File: src/hw/rtl/ellipse_stroke_pixel_blend_defines.svh
// Assertion macros shared by the ellipse stroke blend RTL.
// Included by every file that carries concurrent assertions.
`ifndef ELLIPSE_STROKE_PIXEL_BLEND_DEFINES_SVH
`define ELLIPSE_STROKE_PIXEL_BLEND_DEFINES_SVH

// Same-cycle implication, disabled while reset is asserted.
`define ESPB_ASSERT_IMP(label, clk, rst_n, ante, cons, msg) \
  label: assert property (@(posedge clk) disable iff (!rst_n) (ante) |-> (cons)) \
    else $error(msg);

// Next-cycle implication, disabled while reset is asserted.
`define ESPB_ASSERT_NXT(label, clk, rst_n, ante, cons, msg) \
  label: assert property (@(posedge clk) disable iff (!rst_n) (ante) |=> (cons)) \
    else $error(msg);

`endif

File: src/hw/rtl/espb_pkg.sv
// Shared types and constants of the ellipse stroke pixel blend.
// No dependencies; used by the interfaces and every module.
`timescale 1ns / 1ps

package espb_pkg;

  localparam int unsigned MAX_RADIUS_DEF = 32;

  // Unsigned magnitudes after rotation and the products built from them.
  localparam int unsigned AbsW   = 8;
  localparam int unsigned SqW    = 16;
  localparam int unsigned Maj2W  = 14;
  localparam int unsigned Min2W  = 12;
  localparam int unsigned LimW   = 26;
  localparam int unsigned UTermW = 28;
  localparam int unsigned VTermW = 29;
  localparam int unsigned DistW  = 30;

  typedef enum logic [1:0] {
    DIR_HORZ = 2'd0,
    DIR_DIAG = 2'd1,
    DIR_VERT = 2'd2,
    DIR_ANTI = 2'd3
  } dir_e;

  // Colour data that rides alongside the geometry.
  typedef struct packed {
    logic [7:0]  opacity;
    logic [7:0]  op_third;
    logic [7:0]  op_two_thirds;
    logic [15:0] under;
    logic [15:0] color;
  } side_t;

  typedef struct packed {
    logic [AbsW-1:0]  abs_u;
    logic [AbsW-1:0]  abs_v;
    logic [Maj2W-1:0] maj2;
    logic [Min2W-1:0] min2;
    side_t            side;
  } geo_t;

  typedef struct packed {
    logic        covered;
    logic [7:0]  alpha;
    logic [15:0] under;
    logic [15:0] color;
  } mix_t;

endpackage

File: src/hw/rtl/espb_in_if.sv
// Input channel of the ellipse stroke blend: one pixel and its stroke per beat.
// Depends on espb_pkg.
`timescale 1ns / 1ps

interface espb_in_if;
  import espb_pkg::*;

  logic              valid;
  logic              ready;
  logic signed [7:0] dx;
  logic signed [7:0] dy;
  logic [5:0]        radius;
  logic [1:0]        direction;
  logic [15:0]       under_pixel;
  logic [15:0]       brush_color;
  logic [7:0]        opacity;

  modport source (
    output valid, dx, dy, radius, direction, under_pixel, brush_color, opacity,
    input  ready
  );

  modport sink (
    input  valid, dx, dy, radius, direction, under_pixel, brush_color, opacity,
    output ready
  );

endinterface

File: src/hw/rtl/espb_out_if.sv
// Output channel of the ellipse stroke blend: one blended pixel per beat.
// Depends on espb_pkg.
`timescale 1ns / 1ps

interface espb_out_if;
  import espb_pkg::*;

  logic        valid;
  logic        ready;
  logic        covered;
  logic [15:0] pixel_out;

  modport source (
    output valid, covered, pixel_out,
    input  ready
  );

  modport sink (
    input  valid, covered, pixel_out,
    output ready
  );

endinterface

File: src/hw/rtl/ellipse_stroke_pixel_blend.sv
// Ellipse stroke pixel blend, top level.
// Six register stages. Throughput: one beat per cycle while the output accepts beats.
// Backpressure stalls only the stages that are full, so bubbles are squeezed out.
// Reset (asynchronous, active low) clears every stage valid bit; the data registers are not reset.
`timescale 1ns / 1ps

module ellipse_stroke_pixel_blend #(
  parameter int unsigned MaxRadius = espb_pkg::MAX_RADIUS_DEF
) (
  input logic        clk_i,
  input logic        rst_ni,
  espb_in_if.sink    in_i,
  espb_out_if.source out_o
);
  import espb_pkg::*;
  `include "ellipse_stroke_pixel_blend_defines.svh"

  logic rot_valid, rot_ready;
  geo_t rot_geo;
  logic dist_valid, dist_ready;
  mix_t dist_mix;

  espb_rotate #(
    .MaxRadius (MaxRadius)
  ) u_rotate (
    .clk_i       (clk_i),
    .rst_ni      (rst_ni),
    .valid_i     (in_i.valid),
    .ready_o     (in_i.ready),
    .dx_i        (in_i.dx),
    .dy_i        (in_i.dy),
    .radius_i    (in_i.radius),
    .direction_i (in_i.direction),
    .under_i     (in_i.under_pixel),
    .color_i     (in_i.brush_color),
    .opacity_i   (in_i.opacity),
    .valid_o     (rot_valid),
    .ready_i     (rot_ready),
    .geo_o       (rot_geo)
  );

  espb_dist u_dist (
    .clk_i   (clk_i),
    .rst_ni  (rst_ni),
    .valid_i (rot_valid),
    .ready_o (rot_ready),
    .geo_i   (rot_geo),
    .valid_o (dist_valid),
    .ready_i (dist_ready),
    .mix_o   (dist_mix)
  );

  espb_blend u_blend (
    .clk_i     (clk_i),
    .rst_ni    (rst_ni),
    .valid_i   (dist_valid),
    .ready_o   (dist_ready),
    .mix_i     (dist_mix),
    .valid_o   (out_o.valid),
    .ready_i   (out_o.ready),
    .covered_o (out_o.covered),
    .pixel_o   (out_o.pixel_out)
  );

  // The pipeline refuses a beat only when every stage is full behind a stalled output.
  `ESPB_ASSERT_IMP(a_stall_from_sink, clk_i, rst_ni, !in_i.ready,
                   out_o.valid && !out_o.ready, "input stalled without output backpressure")
  `ESPB_ASSERT_NXT(a_stall_keeps_result, clk_i, rst_ni, !in_i.ready,
                   out_o.valid, "result lost while the input was stalled")

endmodule

File: src/hw/rtl/espb_rotate.sv
// First pipeline stage: radius clamp, rotation of the offset, axis squares
// and the alpha tier candidates. Depends on espb_pkg.
`timescale 1ns / 1ps

module espb_rotate #(
  parameter int unsigned MaxRadius = espb_pkg::MAX_RADIUS_DEF
) (
  input  logic               clk_i,
  input  logic               rst_ni,
  input  logic               valid_i,
  output logic               ready_o,
  input  logic signed [7:0]  dx_i,
  input  logic signed [7:0]  dy_i,
  input  logic [5:0]         radius_i,
  input  logic [1:0]         direction_i,
  input  logic [15:0]        under_i,
  input  logic [15:0]        color_i,
  input  logic [7:0]         opacity_i,
  output logic               valid_o,
  input  logic               ready_i,
  output espb_pkg::geo_t     geo_o
);
  import espb_pkg::*;

  // Multiply by 181/256 and truncate toward zero.
  function automatic logic signed [8:0] scale_diag(input logic signed [8:0] s);
    logic signed [17:0] p;
    p = 18'(s) * 18'sd181;
    if (p < 0) begin
      p = p + 18'sd255;
    end
    return p[16:8];
  endfunction

  logic              valid_q;
  geo_t              geo_d, geo_q;
  logic [5:0]        radius_sat;
  logic [6:0]        major;
  logic [5:0]        minor;
  logic signed [8:0] sum_s, dif_s, diag_p, diag_m;
  logic signed [8:0] u_s, v_s;

  always_comb begin
    if ({1'b0, radius_i} > 7'(MaxRadius)) begin
      radius_sat = 6'(MaxRadius);
    end else begin
      radius_sat = radius_i;
    end
    major = {radius_sat, 1'b0};
    minor = (radius_sat == 6'd0) ? 6'd1 : radius_sat;

    sum_s  = 9'(dx_i) + 9'(dy_i);
    dif_s  = 9'(dx_i) - 9'(dy_i);
    diag_p = scale_diag(sum_s);
    diag_m = scale_diag(dif_s);

    case (dir_e'(direction_i))
      DIR_HORZ: begin
        u_s = 9'(dx_i);
        v_s = 9'(dy_i);
      end
      DIR_DIAG: begin
        u_s = diag_p;
        v_s = diag_m;
      end
      DIR_VERT: begin
        u_s = 9'(dy_i);
        v_s = 9'(dx_i);
      end
      DIR_ANTI: begin
        // Truncation toward zero is symmetric, so (dy-dx) scales to -diag_m.
        u_s = -diag_m;
        v_s = diag_p;
      end
      default: begin
        u_s = 9'(dx_i);
        v_s = 9'(dy_i);
      end
    endcase

    geo_d.abs_u = u_s[8] ? AbsW'(-u_s) : u_s[AbsW-1:0];
    geo_d.abs_v = v_s[8] ? AbsW'(-v_s) : v_s[AbsW-1:0];
    geo_d.maj2  = Maj2W'(major) * Maj2W'(major);
    geo_d.min2  = Min2W'(minor) * Min2W'(minor);

    // x/3 as (x*171) >> 9, exact for x below 512.
    geo_d.side.opacity       = opacity_i;
    geo_d.side.op_third      = 8'((17'(opacity_i) * 17'd171) >> 9);
    geo_d.side.op_two_thirds = 8'((17'({opacity_i, 1'b0}) * 17'd171) >> 9);
    geo_d.side.under         = under_i;
    geo_d.side.color         = color_i;
  end

  assign ready_o = !valid_q || ready_i;

  always_ff @(posedge clk_i or negedge rst_ni) begin
    if (!rst_ni) begin
      valid_q <= 1'b0;
    end else if (ready_o) begin
      valid_q <= valid_i;
    end
  end

  always_ff @(posedge clk_i) begin
    if (ready_o && valid_i) begin
      geo_q <= geo_d;
    end
  end

  assign valid_o = valid_q;
  assign geo_o   = geo_q;

endmodule

File: src/hw/rtl/espb_dist.sv
// Ellipse test over three stages: squares, weighted terms, then the
// distance sum compared against the limit and its tiers. Depends on espb_pkg.
`timescale 1ns / 1ps

module espb_dist (
  input  logic           clk_i,
  input  logic           rst_ni,
  input  logic           valid_i,
  output logic           ready_o,
  input  espb_pkg::geo_t geo_i,
  output logic           valid_o,
  input  logic           ready_i,
  output espb_pkg::mix_t mix_o
);
  import espb_pkg::*;

  // Stage two: squares of the rotated offset and the ellipse limit.
  logic              v2_q, rdy2;
  logic [SqW-1:0]    u2_q, v2sq_q;
  logic [Maj2W-1:0]  maj2_q;
  logic [Min2W-1:0]  min2_q;
  logic [LimW-1:0]   lim2_q;
  side_t             side2_q;

  // Stage three: axis-weighted terms.
  logic              v3_q, rdy3;
  logic [UTermW-1:0] uterm_q;
  logic [VTermW-1:0] vterm_q;
  logic [LimW-1:0]   lim3_q;
  side_t             side3_q;

  // Stage four: coverage and alpha.
  logic              v4_q, rdy4;
  mix_t              mix_d, mix_q;
  logic [DistW-1:0]  dist_sum;
  logic [LimW+1:0]   lim_x3;
  logic [LimW-1:0]   lim_q34, lim_half;

  assign rdy4    = !v4_q || ready_i;
  assign rdy3    = !v3_q || rdy4;
  assign rdy2    = !v2_q || rdy3;
  assign ready_o = rdy2;

  always_ff @(posedge clk_i or negedge rst_ni) begin
    if (!rst_ni) begin
      v2_q <= 1'b0;
      v3_q <= 1'b0;
      v4_q <= 1'b0;
    end else begin
      if (rdy2) begin
        v2_q <= valid_i;
      end
      if (rdy3) begin
        v3_q <= v2_q;
      end
      if (rdy4) begin
        v4_q <= v3_q;
      end
    end
  end

  always_ff @(posedge clk_i) begin
    if (rdy2 && valid_i) begin
      u2_q    <= SqW'(geo_i.abs_u) * SqW'(geo_i.abs_u);
      v2sq_q  <= SqW'(geo_i.abs_v) * SqW'(geo_i.abs_v);
      maj2_q  <= geo_i.maj2;
      min2_q  <= geo_i.min2;
      lim2_q  <= LimW'(geo_i.maj2) * LimW'(geo_i.min2);
      side2_q <= geo_i.side;
    end
  end

  always_ff @(posedge clk_i) begin
    if (rdy3 && v2_q) begin
      uterm_q <= UTermW'(u2_q) * UTermW'(min2_q);
      vterm_q <= VTermW'(v2sq_q) * VTermW'(maj2_q);
      lim3_q  <= lim2_q;
      side3_q <= side2_q;
    end
  end

  always_comb begin
    dist_sum = DistW'(uterm_q) + DistW'(vterm_q);
    lim_x3   = (LimW+2)'(lim3_q) + (LimW+2)'({lim3_q, 1'b0});
    lim_q34  = LimW'(lim_x3 >> 2);
    lim_half = lim3_q >> 1;

    mix_d.covered = (dist_sum <= DistW'(lim3_q));
    mix_d.under   = side3_q.under;
    mix_d.color   = side3_q.color;
    // An uncovered pixel blends with zero alpha, which returns it unchanged.
    if (!mix_d.covered) begin
      mix_d.alpha = 8'd0;
    end else if (dist_sum > DistW'(lim_q34)) begin
      mix_d.alpha = side3_q.op_third;
    end else if (dist_sum > DistW'(lim_half)) begin
      mix_d.alpha = side3_q.op_two_thirds;
    end else begin
      mix_d.alpha = side3_q.opacity;
    end
  end

  always_ff @(posedge clk_i) begin
    if (rdy4 && v3_q) begin
      mix_q <= mix_d;
    end
  end

  assign valid_o = v4_q;
  assign mix_o   = mix_q;

endmodule

File: src/hw/rtl/espb_blend.sv
// Per-channel alpha blend of byte-swapped RGB565 with rounded division by 255,
// over two stages whose second is the output register. Depends on espb_pkg.
`timescale 1ns / 1ps

module espb_blend (
  input  logic           clk_i,
  input  logic           rst_ni,
  input  logic           valid_i,
  output logic           ready_o,
  input  espb_pkg::mix_t mix_i,
  output logic           valid_o,
  input  logic           ready_i,
  output logic           covered_o,
  output logic [15:0]    pixel_o
);
  import espb_pkg::*;
  `include "ellipse_stroke_pixel_blend_defines.svh"

  function automatic logic [13:0] mix_num(input logic [5:0] a, input logic [5:0] b,
                                          input logic [7:0] alpha);
    return 14'(a) * 14'(8'd255 - alpha) + 14'(b) * 14'(alpha) + 14'd127;
  endfunction

  // floor(n / 255), exact for n up to 16192, the largest numerator a channel gives.
  function automatic logic [5:0] div255(input logic [13:0] n);
    logic [13:0] t;
    t = n + (n >> 8) + 14'd1;
    return 6'(t >> 8);
  endfunction

  logic        v5_q, rdy5, v6_q, rdy6;
  mix_t        mix5_q;
  logic [15:0] under_sw, color_sw;
  logic [13:0] num_r_q, num_g_q, num_b_q;
  logic [5:0]  res_r, res_g, res_b;
  logic [15:0] packed_rgb;
  logic        covered_q;
  logic [15:0] pixel_q;

  assign rdy6    = !v6_q || ready_i;
  assign rdy5    = !v5_q || rdy6;
  assign ready_o = rdy5;

  assign under_sw = {mix_i.under[7:0], mix_i.under[15:8]};
  assign color_sw = {mix_i.color[7:0], mix_i.color[15:8]};

  always_ff @(posedge clk_i or negedge rst_ni) begin
    if (!rst_ni) begin
      v5_q <= 1'b0;
      v6_q <= 1'b0;
    end else begin
      if (rdy5) begin
        v5_q <= valid_i;
      end
      if (rdy6) begin
        v6_q <= v5_q;
      end
    end
  end

  always_ff @(posedge clk_i) begin
    if (rdy5 && valid_i) begin
      mix5_q  <= mix_i;
      num_r_q <= mix_num({1'b0, under_sw[15:11]}, {1'b0, color_sw[15:11]}, mix_i.alpha);
      num_g_q <= mix_num(under_sw[10:5], color_sw[10:5], mix_i.alpha);
      num_b_q <= mix_num({1'b0, under_sw[4:0]}, {1'b0, color_sw[4:0]}, mix_i.alpha);
    end
  end

  always_comb begin
    res_r      = div255(num_r_q);
    res_g      = div255(num_g_q);
    res_b      = div255(num_b_q);
    packed_rgb = {res_r[4:0], res_g, res_b[4:0]};
  end

  always_ff @(posedge clk_i) begin
    if (rdy6 && v5_q) begin
      covered_q <= mix5_q.covered;
      pixel_q   <= {packed_rgb[7:0], packed_rgb[15:8]};
    end
  end

  assign valid_o   = v6_q;
  assign covered_o = covered_q;
  assign pixel_o   = pixel_q;

  `ESPB_ASSERT_NXT(a_uncovered_passes, clk_i, rst_ni, v5_q && rdy6 && !mix5_q.covered,
                   pixel_q == $past(mix5_q.under), "uncovered pixel was altered")
  `ESPB_ASSERT_NXT(a_opaque_takes_color, clk_i, rst_ni, v5_q && rdy6 && (mix5_q.alpha == 8'd255),
                   pixel_q == $past(mix5_q.color), "opaque blend differs from stroke colour")

endmodule
File: src/flat_wrapper.sv
// flat-port wrapper written by rule: the top's interface ports become plain ports
module ellipse_stroke_pixel_blend_flat import espb_pkg::*;
#(
  parameter int unsigned MaxRadius = espb_pkg::MAX_RADIUS_DEF
)
  (clk_i, rst_ni, in_i_valid, in_i_dx, in_i_dy, in_i_radius, in_i_direction, in_i_under_pixel, in_i_brush_color, in_i_opacity, in_i_ready, out_o_valid, out_o_covered, out_o_pixel_out, out_o_ready);
  espb_in_if in_i_i ();
  espb_out_if out_o_i ();
  input logic clk_i;
  input logic rst_ni;
  input wire logic [$bits(in_i_i.valid)-1:0] in_i_valid;
  input wire logic [$bits(in_i_i.dx)-1:0] in_i_dx;
  input wire logic [$bits(in_i_i.dy)-1:0] in_i_dy;
  input wire logic [$bits(in_i_i.radius)-1:0] in_i_radius;
  input wire logic [$bits(in_i_i.direction)-1:0] in_i_direction;
  input wire logic [$bits(in_i_i.under_pixel)-1:0] in_i_under_pixel;
  input wire logic [$bits(in_i_i.brush_color)-1:0] in_i_brush_color;
  input wire logic [$bits(in_i_i.opacity)-1:0] in_i_opacity;
  output wire logic [$bits(in_i_i.ready)-1:0] in_i_ready;
  output wire logic [$bits(out_o_i.valid)-1:0] out_o_valid;
  output wire logic [$bits(out_o_i.covered)-1:0] out_o_covered;
  output wire logic [$bits(out_o_i.pixel_out)-1:0] out_o_pixel_out;
  input wire logic [$bits(out_o_i.ready)-1:0] out_o_ready;
  assign in_i_i.valid = in_i_valid;
  assign in_i_i.dx = in_i_dx;
  assign in_i_i.dy = in_i_dy;
  assign in_i_i.radius = in_i_radius;
  assign in_i_i.direction = in_i_direction;
  assign in_i_i.under_pixel = in_i_under_pixel;
  assign in_i_i.brush_color = in_i_brush_color;
  assign in_i_i.opacity = in_i_opacity;
  assign in_i_ready = in_i_i.ready;
  assign out_o_valid = out_o_i.valid;
  assign out_o_covered = out_o_i.covered;
  assign out_o_pixel_out = out_o_i.pixel_out;
  assign out_o_i.ready = out_o_ready;
  ellipse_stroke_pixel_blend #(.MaxRadius(MaxRadius)) u_core (.clk_i(clk_i), .rst_ni(rst_ni), .in_i(in_i_i), .out_o(out_o_i));
endmodule
File: config.mk
export PLATFORM = sky130hd
export DESIGN_NAME = ellipse_stroke_pixel_blend_flat
export DESIGN_NICKNAME = d
export VERILOG_FILES = /design/src/hw/rtl/espb_pkg.sv /design/src/hw/rtl/espb_in_if.sv /design/src/hw/rtl/espb_out_if.sv /design/src/hw/rtl/ellipse_stroke_pixel_blend.sv /design/src/hw/rtl/espb_rotate.sv /design/src/hw/rtl/espb_dist.sv /design/src/hw/rtl/espb_blend.sv /design/src/flat_wrapper.sv
export VERILOG_INCLUDE_DIRS = /design/src /design/src/hw/rtl
export SDC_FILE = /design/constraint.sdc
export NUM_CORES = 2
export LEC_CHECK = 0
export BUFFER_PORTS_ARGS = -buffer_cell sky130_fd_sc_hd__buf_4
export CAP_MARGIN = 30
export CORE_MARGIN = 1.5
export CORE_UTILIZATION = 25
export CTS_CLUSTER_DIAMETER = 50
export DETAILED_ROUTE_END_ITERATION = 8
export HOLD_SLACK_MARGIN = 0.1
export SYNTH_ARGS = -nofsm -noshare
export SYNTH_HDL_FRONTEND = slang
export SYNTH_HIERARCHICAL = 1
export SYNTH_SLANG_ARGS = --single-unit
File: constraint.sdc
create_clock -name clk_i -period 12.7 [get_ports clk_i]
set_clock_uncertainty 0.2 [all_clocks]
set_input_delay 2.54 -clock clk_i [delete_from_list [all_inputs] [get_ports clk_i]]
set_output_delay 2.54 -clock clk_i [all_outputs]
set_load 0.01 [all_outputs]
Word level (Yosys, flattened, before mapping)
Cells that the tools add are included.
{"block": "word_totals", "in_bits": 68, "out_inout_bits": 19, "register_bits": 471, "wordCells": 124}
{"block": "op_classes", "multipliers": 17, "n_lt_le_gt_ge": 6, "n_reduce_logical": 21, "mux": 10, "addsub": 22, "n_eq_ne": 3, "n_bitwise": 1}
{"cell": "case mux 9 bit (4 select lines)", "n": 2}
{"cell": "adder 14 x 7 -> 14 bit (second input constant)", "n": 3}
{"cell": "< comparator 18 x 1 -> 1 bit (second input constant)", "n": 2}
{"cell": "multiplier 9 x 9 -> 18 bit (second input constant)", "n": 2}
{"cell": "adder 17 x 9 -> 17 bit (second input constant)", "n": 2}
{"cell": "2-to-1 mux 17 bit", "n": 2}
{"cell": "multiplier 8 x 8 -> 16 bit", "n": 2}
{"cell": "multiplier 8 x 8 -> 16 bit (second input constant)", "n": 2}
{"cell": "adder 28 x 29 -> 30 bit", "n": 1}
{"cell": "greater-than comparator 30 x 25 -> 1 bit", "n": 1}
{"cell": "greater-than comparator 30 x 26 -> 1 bit", "n": 1}
{"cell": "less-or-equal comparator 30 x 26 -> 1 bit", "n": 1}
{"cell": "adder 14 x 13 -> 14 bit", "n": 2}
{"cell": "adder 26 x 27 -> 28 bit", "n": 1}
{"cell": "multiplier 16 x 12 -> 28 bit", "n": 1}
{"cell": "multiplier 16 x 12 -> 27 bit", "n": 1}
{"cell": "adder 13 x 1 -> 13 bit (second input constant)", "n": 2}
{"cell": "adder 13 x 6 -> 13 bit", "n": 2}
{"cell": "multiplier 5 x 8 -> 13 bit", "n": 2}
{"cell": "multiplier 12 x 12 -> 24 bit", "n": 1}
{"cell": "multiplier 6 x 6 -> 12 bit", "n": 2}
{"cell": "2-to-1 mux 8 bit", "n": 3}
{"cell": "negation 8 bit", "n": 2}
{"cell": "adder 14 x 1 -> 14 bit (second input constant)", "n": 1}
{"cell": "other kinds (22)", "n": 39}

Logic depth before layout (Yosys ltp)
{"block": "depth", "word_depth": 8, "depth_mapped": 34, "mapped_depth_nobuf": 34}

Cells and area by module
Netlist, hierarchy kept.
{"mod": "espb_dist", "seq_area_each_um2": 9624.2, "cells_per_inst": 3428, "instances": 1, "area_per_inst_um2": 35552.8}
{"mod": "espb_blend", "seq_area_each_um2": 1851.8, "cells_per_inst": 1176, "instances": 1, "area_per_inst_um2": 11493.5}
{"mod": "espb_rotate", "seq_area_each_um2": 2577.5, "cells_per_inst": 1017, "instances": 1, "area_per_inst_um2": 10283.6}

Worst setup path before layout
OpenSTA, ideal clock, no wires.
{"block": "synth_path", "path_kind": "input -> register", "startpoint": "input port in_i_dx[0]", "endpoint": "register u_core.u_rotate.geo_q, in the netlist u_core/u_rotate/geo_o[83], data pin", "t_required_ns": 12.238, "n_path_buf": 1, "t_arrival_ns": 8.929, "cell_stages": 27, "setup_ns": 0.262, "setup_slack_ns": 3.309, "path_cell_list": "ha_1 > inv_1 > fa_1 > o21ba_1 > or4_1 > nand3_1 > xnor2_1 > inv_1 > ha_1 > fa_1 > inv_1 > fa_1 > fa_1 > inv_1 > ha_1 > and3_1 > a221oi_1 > xnor2_1 > o21ai_2 > or4b_4 > o31ai_4 > xor2_1 > mux2i_1 > a21o_1 > or2_1 > buf_6 > mux2_1"}
{"item": "start: declaration", "line_no": "flat_wrapper.sv:12", "source": "input wire logic [$bits(in_i_i.dx)-1:0] in_i_dx;"}
{"item": "end signal: assignment", "line_no": "espb_rotate.sv:106", "source": "geo_q <= geo_d;"}
{"item": "end: declaration", "line_no": "espb_rotate.sv:36", "source": "geo_t geo_d, geo_q;"}

==> flow_summary.yaml <==
final_layout:
  final_nets: 7187
  fillers: 23750
  layout_commonest_cell: "inv_1"
  layout-drive-gt1-share: 0.04795
  final_cell_mix: "inv_1 (1,105), fa_1 (728), ha_1 (726), nand2_1 (506), edfxtp_1 (463)"
  antennaDiodeCount: 0
  area_growth_pct: 10.75
detailed_routing:
  dr_wl_met3_um: 4647
  routed_wirelength_um: 125300
  vias_per_cell: 4.392
  ant_nets: 0
  drc: 0
  wl_per_cell_um: 14.37
  wl_met1_um: 57420
  dr.first_iter.drc_count: 1772
  vias: 38310
  top_layer: "met5"
  wl_met2_um: 60910
  dr.pass1.iters: 7
clock_tree:
  cts_made_buffers: 59
  insertion_delay_ps: 650
  htree_levels: 2
  numClockSinks: 469
  tritoncts: "built"
  root_buffer: "clkbuf_16"
  clock_path_buffers: 3
  holdBufCountCts: 0
  clk_pin_slew_worst_paths_ps: 60
  cts_resized: 0
  cts_setup_buffers: 0
job:
  maxCapViolations: 0
setup_path:
  slowest_delay_ps: 550
  required_ps: 12940
  cp-start-kind: "input port"
  cp_max_fo: 5
  crit_type: "in -> reg"
  crit_slowest_cell: "fa_1"
  end_kind: "flip-flop"
  critPathArrivalTime_ps: 10100
timing:
  setup_viol: 0
  max_slew_margin: 0.3695
  maxSlewViolCount: 0
  period_needed_ps: 9862
  hold_viol: 0
  fmax_mhz: 101.4
  final.setup.tns_ps: 0
  finalCritPeriodShare: 0.7766
  rsz0062_at_grt: "no"
  tightest_slew_ps: 945.8
floorplanning:
  die_w_um: 481.9
  die_y_um: 481.9
  fp-row-count: 175
  core_mm2: 0.2277
  dieArea_mm2: 0.2322
  io-pin-count: 87
  start_util: 0.2518
place:
  io_buffers: 86
  post-dp-hpwl_um: 100600
  place.gp.congestion: 0.8585
global_routing:
  overflow: 0
  grtUsageTotal: 0.1081
  antenna_found_initial: 5
  grt_pass1_vias: 40670
  grt_pass1_wl_um: 206600
  grt_max_degree: 78
synth:
  synthFlopType: "edfxtp_1"
  synth_seq_cells: 469
  ys.warnings.count: 6
  yosys-top-cells-area: "fa_1 (25%), edfxtp_1 (24%), ha_1 (16%)"
  ys_seq_area_frac: 0.2451
  synth.distinct_cells: 102
  synth-edff-count: 463
  syn_inst: 5621
  synth.top_cell.area_share: 0.2542
  synth_area_mm2: 0.05733
  avgSynthCellArea_um2: 10.20
  synth_top_area_cell: "fa_1"
  ys_async_sr_fraction: 0.01279
run_status:
  status: "finished, final reports clean"
hold_path:
  min_path_type: "reg -> reg"
==> synthesized netlist by cell type (all sizes together), types with 9 or more instances <==
library cell  instances
a21oi               182
buf                  25
mux2i                16
nand2b               96
edfxtp              463
o21ai               117
a211oi               40
nor4                 14
a311oi               10
and3                 23
nor2                163
o21bai               32
fa                  728
nand2               506
xnor2               195
a31oi                24
a21o                 86
nor3                 56
nand4                28
or3                  12
nor2b               112
o31ai                 9
o211ai               20
ha                  726
inv                1106
nand3                62
or4                  10
nand3b               10
o21a                 36
clkbuf              124
xor2                 78
and2                359
==> metrics by stage <==
step                setup slack (ps)  utilization  cell area, um^2  hold WS (ps)  instances
global placement                2409       0.2693            61320         200.2       8610
detailed placement              2268       0.2694            61340         204.5       8611
floorplan                       3309            -            57440         200.3       5649
global route                    2440       0.2788            63490         217.2       8723
CTS                             2941       0.2787            63460         210.3       8721
finish                          2838       0.2788            63490         214.0       8723
==> final cells by class <==
type,count,area [um^2],share of cell area
multi-input cells,3925,38590,0.6078
flip-flops and latches,469,14050,0.2213
inverters,1106,4151,0.06539
well taps,3009,3765,0.05930
clock buffers,64,1525,0.02402
repair buffers,104,810.8,0.01277
clock inverters,46,595.6,0.009380
==> flip-flops by register name, indices dropped and copies added (netlist names), 12 cells and up <==
| register | cells |
|---|---|
| u_core/u_dist/vterm_q | 29 |
| u_core/u_dist/side2_q | 56 |
| u_core/u_dist/u2_q | 15 |
| u_core/u_blend/pixel_o | 16 |
| u_core/u_dist/uterm_q | 28 |
| u_core/u_dist/lim2_q | 26 |
| u_core/u_dist/maj2_q | 14 |
| u_core/u_dist/side3_q | 24 |
| u_core/u_blend/num_b_q | 14 |
| u_core/u_dist/mix_o | 41 |
| u_core/u_dist/v2sq_q | 15 |
| u_core/u_dist/lim3_q | 26 |
| u_core/u_dist/mix_d | 32 |
| u_core/u_blend/num_r_q | 14 |
| u_core/u_blend/num_g_q | 14 |
| u_core/u_rotate/geo_o | 85 |
| u_core/u_dist/min2_q | 12 |
==> path summary, 6_finish.rpt <==
kind                                         start                        end  slack (ps)  cells after the start
min                        u_core/u_dist/mix_d[24]    u_core/u_dist/mix_o[24]         210                      0
max                                     in_i_dy[1]  u_core/u_rotate/geo_o[97]        2840                     32
min in group asynchronous                   rst_ni      u_core/u_dist/valid_o        1490                      1
max in group asynchronous                   rst_ni        u_core/u_blend/v5_q       10690                      1
max reg2reg                u_core/u_dist/v2sq_q[9]  u_core/u_dist/vterm_q[24]        5490                     21
min reg2reg                u_core/u_dist/mix_d[24]    u_core/u_dist/mix_o[24]         210                      0
==> layer usage <==
layer,vias up,global-route usage
li1,18270,-
met5,-,0
met1,19260,0.1398
met4,8,0.02227
met2,634,0.1923
met3,139,0.01274
==> critical path, delay by kind of cell <==
| family | cells | cell delay [ps] |
|---|---|---|
| fa+ha+maj | 7 | 2730 |
| compound gates | 13 | 2440 |
| simple gates | 4 | 1040 |
| xor+xnor | 3 | 920 |
| buf+inv | 5 | 430 |
==> cell families (layout without fill, tap and decap cells) <==
group | count (synthesis) | after routing | share of synthesized area
and+or+nand+nor | 1473 | 1473 | 0.1303
adders and majority gates | 1454 | 1454 | 0.4127
buffers and inverters | 1255 | 1320 | 0.08374
AOI/OAI and AO/OA | 664 | 664 | 0.07927
DFF | 469 | 469 | 0.2451
xor gates and xnor gates | 273 | 273 | 0.04171
muxes | 29 | 29 | 0.006918
other | 4 | 32 | 0.0002618
Power is left out: the tool's default activity adds up to more than one toggle a clock period on the data nets, which glitch-free logic cannot reach.
